==> config.mk <==
export PLATFORM = sky130hd
export DESIGN_NAME = srrp_front
export DESIGN_NICKNAME = d
export VERILOG_FILES = /design/src/rtl/srrp_pkg.sv /design/src/rtl/srrp_front.sv
export SDC_FILE = /design/constraint.sdc
export NUM_CORES = 1
export LEC_CHECK = 0
export ABC_AREA = 1
export BUFFER_PORTS_ARGS = -buffer_cell sky130_fd_sc_hd__buf_2
export CAP_MARGIN = 20
export CORE_ASPECT_RATIO = 0.6
export CORE_MARGIN = 3
export CORE_UTILIZATION = 40
export DETAILED_ROUTE_END_ITERATION = 12
export GPL_TIMING_DRIVEN = 0
export HOLD_SLACK_MARGIN = 0.08
export PLACE_DENSITY = 0.56
export SETUP_SLACK_MARGIN = 0.3
export SKIP_LAST_GASP = 1
export SYNTH_ARGS = -nofsm -noshare
export SYNTH_HDL_FRONTEND = slang
export SYNTH_SLANG_ARGS = --single-unit
==> constraint.sdc <==
create_clock -name clk -period 6.3 [get_ports clk]
set_clock_uncertainty 0.15 [all_clocks]
set_input_delay 0.63 -clock clk [delete_from_list [all_inputs] [get_ports clk]]
set_output_delay 0.63 -clock clk [all_outputs]
set_load 0.02 [all_outputs]
==> src/rtl/srrp_pkg.sv <==
// Shared types, widths and constants for the sampled read range planner.
package srrp_pkg;

	// Block size is 2^BLOCK_SHIFT bytes (legal range 12..30).
	localparam int BLOCK_SHIFT = 20;

	localparam int SIZE_W = 64;
	localparam int PCT_W  = 8;
	localparam int PAT_W  = 2;

	// size * pct (pct <= 99 fits 7 bits) plus rounding half, one carry bit spare.
	localparam int MUL_W  = SIZE_W + 7;
	localparam int PROD_W = MUL_W + 1;

	// floor(P / (100 << S)) = floor((P >> (S+2)) / 25)
	localparam int Z_W  = PROD_W - BLOCK_SHIFT - 2;
	localparam int ZL_W = Z_W / 2;
	localparam int ZH_W = Z_W - ZL_W;

	// reciprocal divide by 25: m = ceil(2^k / 25), k = N + 5
	localparam int QH_W = ZH_W - 4;
	localparam int KH   = ZH_W + 5;
	localparam int MH_W = KH - 4;
	localparam logic [63:0] MH_WIDE = ((64'd1 << KH) + 64'd24) / 64'd25;
	localparam int W_W  = ZL_W + 5;
	localparam int KL   = W_W + 5;
	localparam int ML_W = KL - 4;
	localparam logic [63:0] ML_WIDE = ((64'd1 << KL) + 64'd24) / 64'd25;

	localparam int T_W  = QH_W + ZL_W;        // block target width
	localparam int NB_W = SIZE_W - BLOCK_SHIFT; // whole-block count width
	localparam int WH_W = NB_W + 1;           // ceil block count width

	localparam logic [PROD_W-1:0] HALF_DENOM = PROD_W'(50) << BLOCK_SHIFT;

	localparam logic [PAT_W-1:0] PAT_EDGES  = 2'd0;
	localparam logic [PAT_W-1:0] PAT_CENTER = 2'd1;
	localparam logic [PAT_W-1:0] PAT_RANDOM = 2'd2;

	localparam logic EFF_EDGES  = 1'b0;
	localparam logic EFF_CENTER = 1'b1;

	localparam logic [PCT_W-1:0] FULL_PCT  = 8'd100;
	localparam logic [63:0] THRESH_RESET   = 64'd2097152;

	typedef struct packed {
		logic [SIZE_W-1:0] file_size;
		logic [PCT_W-1:0]  sample_percent;
		logic [PAT_W-1:0]  pattern_code;
	} cmd_t;

	typedef struct packed {
		logic              full_read;
		logic [SIZE_W-1:0] first_offset;
		logic [SIZE_W-1:0] first_length;
		logic [SIZE_W-1:0] second_offset;
		logic [SIZE_W-1:0] second_length;
		logic [PCT_W-1:0]  effective_percent;
		logic              effective_pattern;
	} res_t;

	// per-word control carried down the pipe
	typedef struct packed {
		logic             valid;
		logic             full;    // full read decided up front
		logic             center;
		logic [PCT_W-1:0] req;
	} ctl_t;

endpackage

==> src/rtl/srrp_front.sv <==
// Input register and percent-scaled size product.
module srrp_front import srrp_pkg::*; (
	input  logic              clk,
	input  logic              arst_n,
	input  logic              start,
	input  cmd_t              cmd,
	input  logic [SIZE_W-1:0] threshold,
	output ctl_t              ctl_s2,
	output logic [SIZE_W-1:0] size_s2,
	output logic [Z_W-1:0]    z_s2
);

	ctl_t              ctl_s1;
	logic [SIZE_W-1:0] size_s1;
	logic [6:0]        pct_s1;
	ctl_t              ctl_in;
	logic [MUL_W-1:0]  mul;
	logic [PROD_W-1:0] prod;

	always_comb begin
		ctl_in.valid  = start;
		ctl_in.full   = (cmd.file_size <= threshold) || (cmd.sample_percent >= FULL_PCT);
		ctl_in.center = (cmd.pattern_code == PAT_CENTER);
		ctl_in.req    = cmd.sample_percent;
	end

	always_ff @(posedge clk or negedge arst_n) begin
		if (!arst_n) begin
			ctl_s1 <= '0;
			ctl_s2 <= '0;
		end else begin
			ctl_s1 <= ctl_in;
			ctl_s2 <= ctl_s1;
		end
	end

	// zero percent counts as one
	always_ff @(posedge clk) begin
		size_s1 <= cmd.file_size;
		pct_s1  <= (cmd.sample_percent == '0) ? 7'd1 : cmd.sample_percent[6:0];
	end

	assign mul  = size_s1 * pct_s1;
	assign prod = {1'b0, mul} + HALF_DENOM;

	always_ff @(posedge clk) begin
		size_s2 <= size_s1;
		z_s2    <= prod[PROD_W-1:BLOCK_SHIFT+2];
	end

endmodule

==> results of run 1 <==
-- final timing paths --
check / end / cells after the start / from / slack [ns]
hold / removal: ctl_s1[5] / 1 / cmd[7] / 0.11
max in group asynchronous: ctl_s1[9] / 2 / arst_n / 5.22
setup / recovery: z_s2[38] / 21 / pct_s1[1] / 0.39
min in group asynchronous: ctl_s1[1] / 2 / arst_n / 0.44
setup reg to reg: z_s2[38] / 21 / pct_s1[1] / 0.39
hold reg to reg: ctl_s2[2] / 0 / ctl_s1[2] / 0.20
-- cell usage in the layout (no fill, tap or decap), types with 23 or more instances in the layout --
master,netlist,layout
nand2_1,742,742
buf_2,1,271
xor2_1,24,23
dfxtp_1,185,185
ha_1,214,214
inv_1,919,919
o21ai_0,74,73
nor2_1,176,176
fa_1,309,309
a21oi_1,139,139
nand3_1,44,44
dlygate4sd3_1,0,74
-- sequential cells by signal (all words and copies together) (netlist names) --
signal,count
ctl_s1,11
ctl_s2,11
pct_s1,7
size_s1,64
size_s2,64
z_s2,50
-- per-layer routing --
metal | GRT usage | routed length (um) | up-vias
li1 | - | - | 9576
met1 | 0.371 | 35300 | 9618
met2 | 0.396 | 31400 | 655
met3 | 0.0594 | 6570 | 80
met4 | 0.0490 | 1570 | 0
met5 | 0 | 0 | -
-- repair_timing --
| action | 4_1_cts | 5_1_grt |
|---|---|---|
| hold buffers | 74 | 0 |
| gates resized for setup | 32 | 64 |
| buffers inserted | 0 | 0 |
| hold endpoints to repair | 95 | 0 |
| endpoints found under the setup margin | 49 | 35 |
-- power by group --
group          switching (mW)  internal, mW
clock                   0.512         0.691
combinational            5.17          2.41
sequential              0.111          1.59
total                    5.79          4.69
-- cell type report --
type,count,share of cell area
Buffer,55,0.0110
Inverter,920,0.130
Multi-Input combinational cell,1859,0.558
Clock buffer,32,0.0225
Timing Repair Buffer,343,0.0805
Tap cell,748,0.0353
Clock inverter,4,0.00184
Sequential cell,207,0.161
-- cells by family (layout without fill, tap and decap cells) --
kind of cell               count (synthesis)  after routing  share of synthesized area
DFF                                      207            207                      0.187
and+or+nand+nor                         1025           1025                      0.180
xor gates and xnor gates                  27             27                     0.0104
adders and majority gates                523            523                      0.391
buffers and inverters                    975           1354                      0.162
AOI/OAI and AO/OA                        284            284                     0.0703
==> results_dict.tcl, run 1 <==
set metrics [dict create \
    finalCriticalPeriod_ns 5.91 \
    cp_cell_sequence "buf_4 > clkbuf_2 > buf_8 > nand2_1 > fa_1 > inv_1 > fa_1 > inv_1 > fa_1 > fa_1 > inv_1 > ha_1 > nand2_1 > nand2_1 > a31oi_1 > a21boi_0 > o21ai_0 > a21oi_1 > nand2_1 > nand2_1 > nand2_1" \
    syn_nets 3705 \
    total_power_mw 10.5 \
    cts-root-buf "clkbuf_16" \
    synth_most_common_cell "inv_1" \
    fin_ws_ns 0.394 \
    postSynthCellCount 3041 \
    design_area_um2 26500 \
    wl_per_cell_um 18.0 \
    grt_pass1_vias 21000 \
    synth_top_area_cell "fa_1" \
    final_cells 4168 \
    cts_tree "done" \
    synth_cell_types 43 \
    yosysWarningCount 0 \
    seq_area_um2 4250 \
    timing.fmax_mhz 169 \
    gr-total-overflow 0 \
    globalplace.congestion 0.987 \
    dp_slack_ns -0.282 \
    clkSlewWorstSetupHoldPaths_ns 0.06 \
    yosys.area.top_type_share 0.273 \
    clk_latency_ns 0.54 \
    fp.dieH_um 190 \
    drv_cap 0 \
    first_iter_violations 1451 \
    finalHoldViolCount 0 \
    grt_first_pass_wirelength_mm 118 \
    synthArstFlopShare 0.106 \
    drt.antenna.violating_nets 0 \
    areaGrowthSynthToFinish_pct 16.8 \
    grt_usage 0.257 \
    synth_area_um2 22700 \
    num_vias 19900 \
    die_area_um2 59700 \
    slowest_delay_ns 0.54 \
    crit_required_ns 6.57 \
    portBuffers 265 \
    drt_wl_total_mm 74.8 \
    synth-edff-count 0 \
    startpoint_type "flop" \
    yosys-top-cells-count "919 x inv_1, 742 x nand2_1, 309 x fa_1, 214 x ha_1, 185 x dfxtp_1" \
    clockBufferDepth 3 \
    cp-end-kind "flop" \
    start_util 0.412 \
    viasPerCell 4.78 \
    ys.flop_type "dfxtp_1" \
    ys_top_cells_by_area "fa_1 27%, dfxtp_1 16%, inv_1 15%" \
    timing.final.crit_share 0.937 \
    crit_arrival_ns 6.18 \
    ios 266 \
    nets 4070 \
    fin_tns_setup_ns 0 \
    crit_family "adder cells" \
    holdWs_ns 0.108 \
    dieWidth_um 313 \
    rsz0062_at_grt "no" \
    cts.sinks 207 \
    dp.cells 4058 \
    syn_avg_cell_area_um2 7.46 \
    hold_path_class "in2reg" \
    final_util 0.481 \
    first_pass_iters 6 \
    synth_seq_cells 207 \
    setup.worst_path.class "reg2reg" \
    critPathSlowestCell "fa_1" \
    place_area_um2 25000 \
    cp.buffers_inverters 6 \
    finalSetupViolCount 0 \
    grt_antenna_before_repair 2 \
    max-vdd-ir-drop_uv 224 \
    drive_gt1_frac 0.107 \
    core_um2 55100 \
    htreeDepth 1 \
    drc_errors 0 \
    yosysSeqAreaShare 0.187 \
    hpwl_mm 63.5 \
    maxSlewViolCount 0 \
    worst_slew_pin_slew_ns 1.07 \
    pwr_density_cell_nw_per_um2 396 \
    relSlewSlack 0.287 \
    cp_common_cell "nand2_1" \
    grt_max_degree 23 \
    p_leak_nw 16.1 \
    multiInputGateArea_um2 14800 \
    fillCellCount 5603 \
    numCtsBuffers 20 \
    outcome "completed" \
    antenna_cells 0 \
    cp_max_fo 9 \
    rows 66 \
]
No activity file was read; power rests on OpenSTA's default activity.
==> inputs of run 2 (changes only) <==
--- a/config.mk
+++ b/config.mk
@@ -5,7 +5,7 @@
 export SDC_FILE = /design/constraint.sdc
 export NUM_CORES = 1
 export LEC_CHECK = 0
-export ABC_AREA = 1
+export ABC_AREA = 0
 export BUFFER_PORTS_ARGS = -buffer_cell sky130_fd_sc_hd__buf_2
 export CAP_MARGIN = 20
 export CORE_ASPECT_RATIO = 0.6
@@ -14,7 +14,7 @@
 export DETAILED_ROUTE_END_ITERATION = 12
 export GPL_TIMING_DRIVEN = 0
 export HOLD_SLACK_MARGIN = 0.08
-export PLACE_DENSITY = 0.56
+export PLACE_DENSITY = 0.57
 export SETUP_SLACK_MARGIN = 0.3
 export SKIP_LAST_GASP = 1
 export SYNTH_ARGS = -nofsm -noshare
==> results_dict.tcl, run 2 <==
set metrics [dict create \
    synth_area_um2 20900 \
    clk_latency_ns 0.55 \
    cts.sinks 207 \
    numCtsBuffers 22 \
    ys.flop_type "dfxtp_1" \
    crit_required_ns 6.57 \
    slowest_delay_ns 0.52 \
    hpwl_mm 51.8 \
    die_area_um2 55100 \
    timing.fmax_mhz 172 \
    hold_path_class "in2reg" \
    drive_gt1_frac 0.167 \
    startpoint_type "flop" \
    postSynthCellCount 2174 \
    clkSlewWorstSetupHoldPaths_ns 0.07 \
    synth-compound-area-share 0.0858 \
    drv_cap 0 \
    ios 266 \
    cp_cell_sequence "clkbuf_4 > buf_6 > and2_1 > fa_1 > fa_1 > fa_1 > fa_1 > ha_2 > nand4_1 > buf_4 > o221ai_1 > a211oi_2 > o22ai_4 > o2111ai_4 > a21oi_4 > nor2_4 > buf_12 > nor2_1 > a21oi_1 > xnor2_1" \
    grt_usage 0.233 \
    critPathSlowestCell "fa_1" \
    synth-edff-count 0 \
    outcome "completed" \
    yosysWarningCount 0 \
    cp_common_cell "fa_1" \
    setup.worst_path.class "reg2reg" \
    finalHoldViolCount 0 \
    synth_seq_cells 207 \
    finalCriticalPeriod_ns 5.83 \
    synth-simple-area-share 0.181 \
    ys_top_cells_by_area "fa_1 30%, dfxtp_1 18%, ha_1 13%" \
    num_vias 16300 \
    nets 3212 \
    areaGrowthSynthToFinish_pct 20.7 \
    maxSlewViolCount 0 \
    worst_slew_pin_slew_ns 1.05 \
    synth_top_area_cell "fa_1" \
    timing.final.crit_share 0.925 \
    cts_tree "done" \
    synth_top_family_by_area "adder cells" \
    grt_pass1_vias 17300 \
    yosysSeqAreaShare 0.204 \
    yosys-top-cells-count "379 x and2_1, 376 x inv_1, 309 x fa_1, 214 x ha_1, 185 x dfxtp_1" \
    rows 64 \
    fp.dieH_um 183 \
    pwr_density_cell_nw_per_um2 404 \
    syn_avg_cell_area_um2 9.61 \
    grt_max_degree 23 \
    portBuffers 265 \
    core_um2 51200 \
    final_util 0.492 \
    dieWidth_um 301 \
    mostFrequentLayoutCell "and2_1" \
    wl_per_cell_um 19.5 \
    rsz0062_at_grt "yes" \
    yosys.area.top_type_share 0.296 \
    drc_errors 0 \
    cp-end-kind "flop" \
    final_cell_mix "379 x and2_1, 376 x inv_1, 309 x fa_1" \
    gr-total-overflow 0 \
    crit_arrival_ns 6.10 \
    synth_cell_types 74 \
    p_leak_nw 12.8 \
    drt_wl_total_mm 63.7 \
    drt.antenna.violating_nets 0 \
    globalplace.congestion 0.938 \
    max-vdd-ir-drop_uv 287 \
    clockBufferDepth 3 \
    start_util 0.408 \
    first_iter_violations 1016 \
    muxShareOfSynthArea 0.000958 \
    relSlewSlack 0.297 \
    synthArstFlopShare 0.106 \
    cts-root-buf "clkbuf_16" \
    holdWs_ns 0.114 \
    largest_registers "size_s1: 64 flops, size_s2: 64 flops, z_s2: 50 flops" \
    cp_max_fo 10 \
    grt_antenna_before_repair 5 \
    synthXorXnorAreaFrac 0.0197 \
    syn_nets 2838 \
    viasPerCell 5.01 \
    first_pass_iters 6 \
    synth_most_common_cell "and2_1" \
    grt_first_pass_wirelength_mm 99.5 \
    htreeDepth 1 \
    finalSetupViolCount 0 \
    synth_fa_ha_area_frac 0.424 \
]
-- run 2: area by class of cell --
cell class / instances / area, um^2
clock inverters: 16 / 195
flip-flops and latches: 207 / 4260
plain buffers: 79 / 594
multi-input cells: 1512 / 15100
repair buffers: 350 / 2170
well taps: 693 / 867
fillers: 4903 / 26000
clock buffers: 24 / 568
inverters: 376 / 1410
diodes: 5 / 12.5
-- run 2: worst paths after layout --
path                            from          end  slack [ns]  cells after the start
hold / removal               cmd[63]  size_s1[53]        0.11                      1
hold reg to reg            ctl_s1[2]    ctl_s2[2]        0.20                      0
min in group asynchronous     arst_n    ctl_s1[0]        0.43                      2
max in group asynchronous     arst_n    ctl_s1[9]        5.23                      2
setup / recovery           pct_s1[5]     z_s2[39]        0.47                     20
setup reg to reg           pct_s1[5]     z_s2[39]        0.47                     20
-- run 2: power breakdown --
group,internal [mW],switching [mW],total (mW),leakage [nW]
sequential,1.59,0.114,1.70,1.82
clock,0.788,0.602,1.39,0.365
combinational,2.83,4.27,7.10,10.6
total,5.21,4.98,10.2,12.8
-- run 2: repair_timing --
item,in CTS,in global routing
gates resized for setup,85,104
buffers inserted,3,9
cloned,0,1
hold buffers,71,0
pin swaps,3,19
setup endpoints to repair,48,29
endpoints found under the hold margin,92,0
-- run 2: cell families (layout without fill, tap and decap cells) --
family / count (synthesis) / in the layout
simple gates: 670 / 670
fa+ha+maj: 523 / 523
buf+inv: 455 / 845
compound gates: 270 / 270
flops: 207 / 207
xor+xnor: 47 / 47
mux: 2 / 2
other cells: 0 / 5
-- run 2: stage by stage --
step | power [mW] | setup slack [ns] | instance area, um^2 | setup TNS, ns | std cells
2_1_floorplan | 6.45 | 0.936 | 20900 | 0 | 2174
3_3_place_gp | 8.12 | -1.51 | 23100 | -22.51 | 3132
3_5_place_dp | 8.25 | -1.07 | 23100 | -19.75 | 3133
4_1_cts | 9.91 | 0.303 | 24900 | 0 | 3247
5_1_grt | 11.1 | 0.287 | 25200 | 0 | 3258
6_report | 10.2 | 0.471 | 25200 | 0 | 3262
-- run 2: worst max-delay path, delay by kind of cell (launching register included) --
kind	cells	cell delay [ns]
and+or+nand+nor	4	0.62
adders and majority gates	5	2.39
xor gates and xnor gates	1	0.14
DFF	1	0.37
AOI/OAI and AO/OA	6	1.26
buffers and inverters	4	0.72
-- run 2: routing by layer --
metal  global-route usage  wire length, um  up-vias
li1                     -                -     7607
met3               0.0548             5330       62
met4               0.0393             1090        2
met1                0.342            30200     8122
met2                0.354            27000      545
met5                    0               13        -
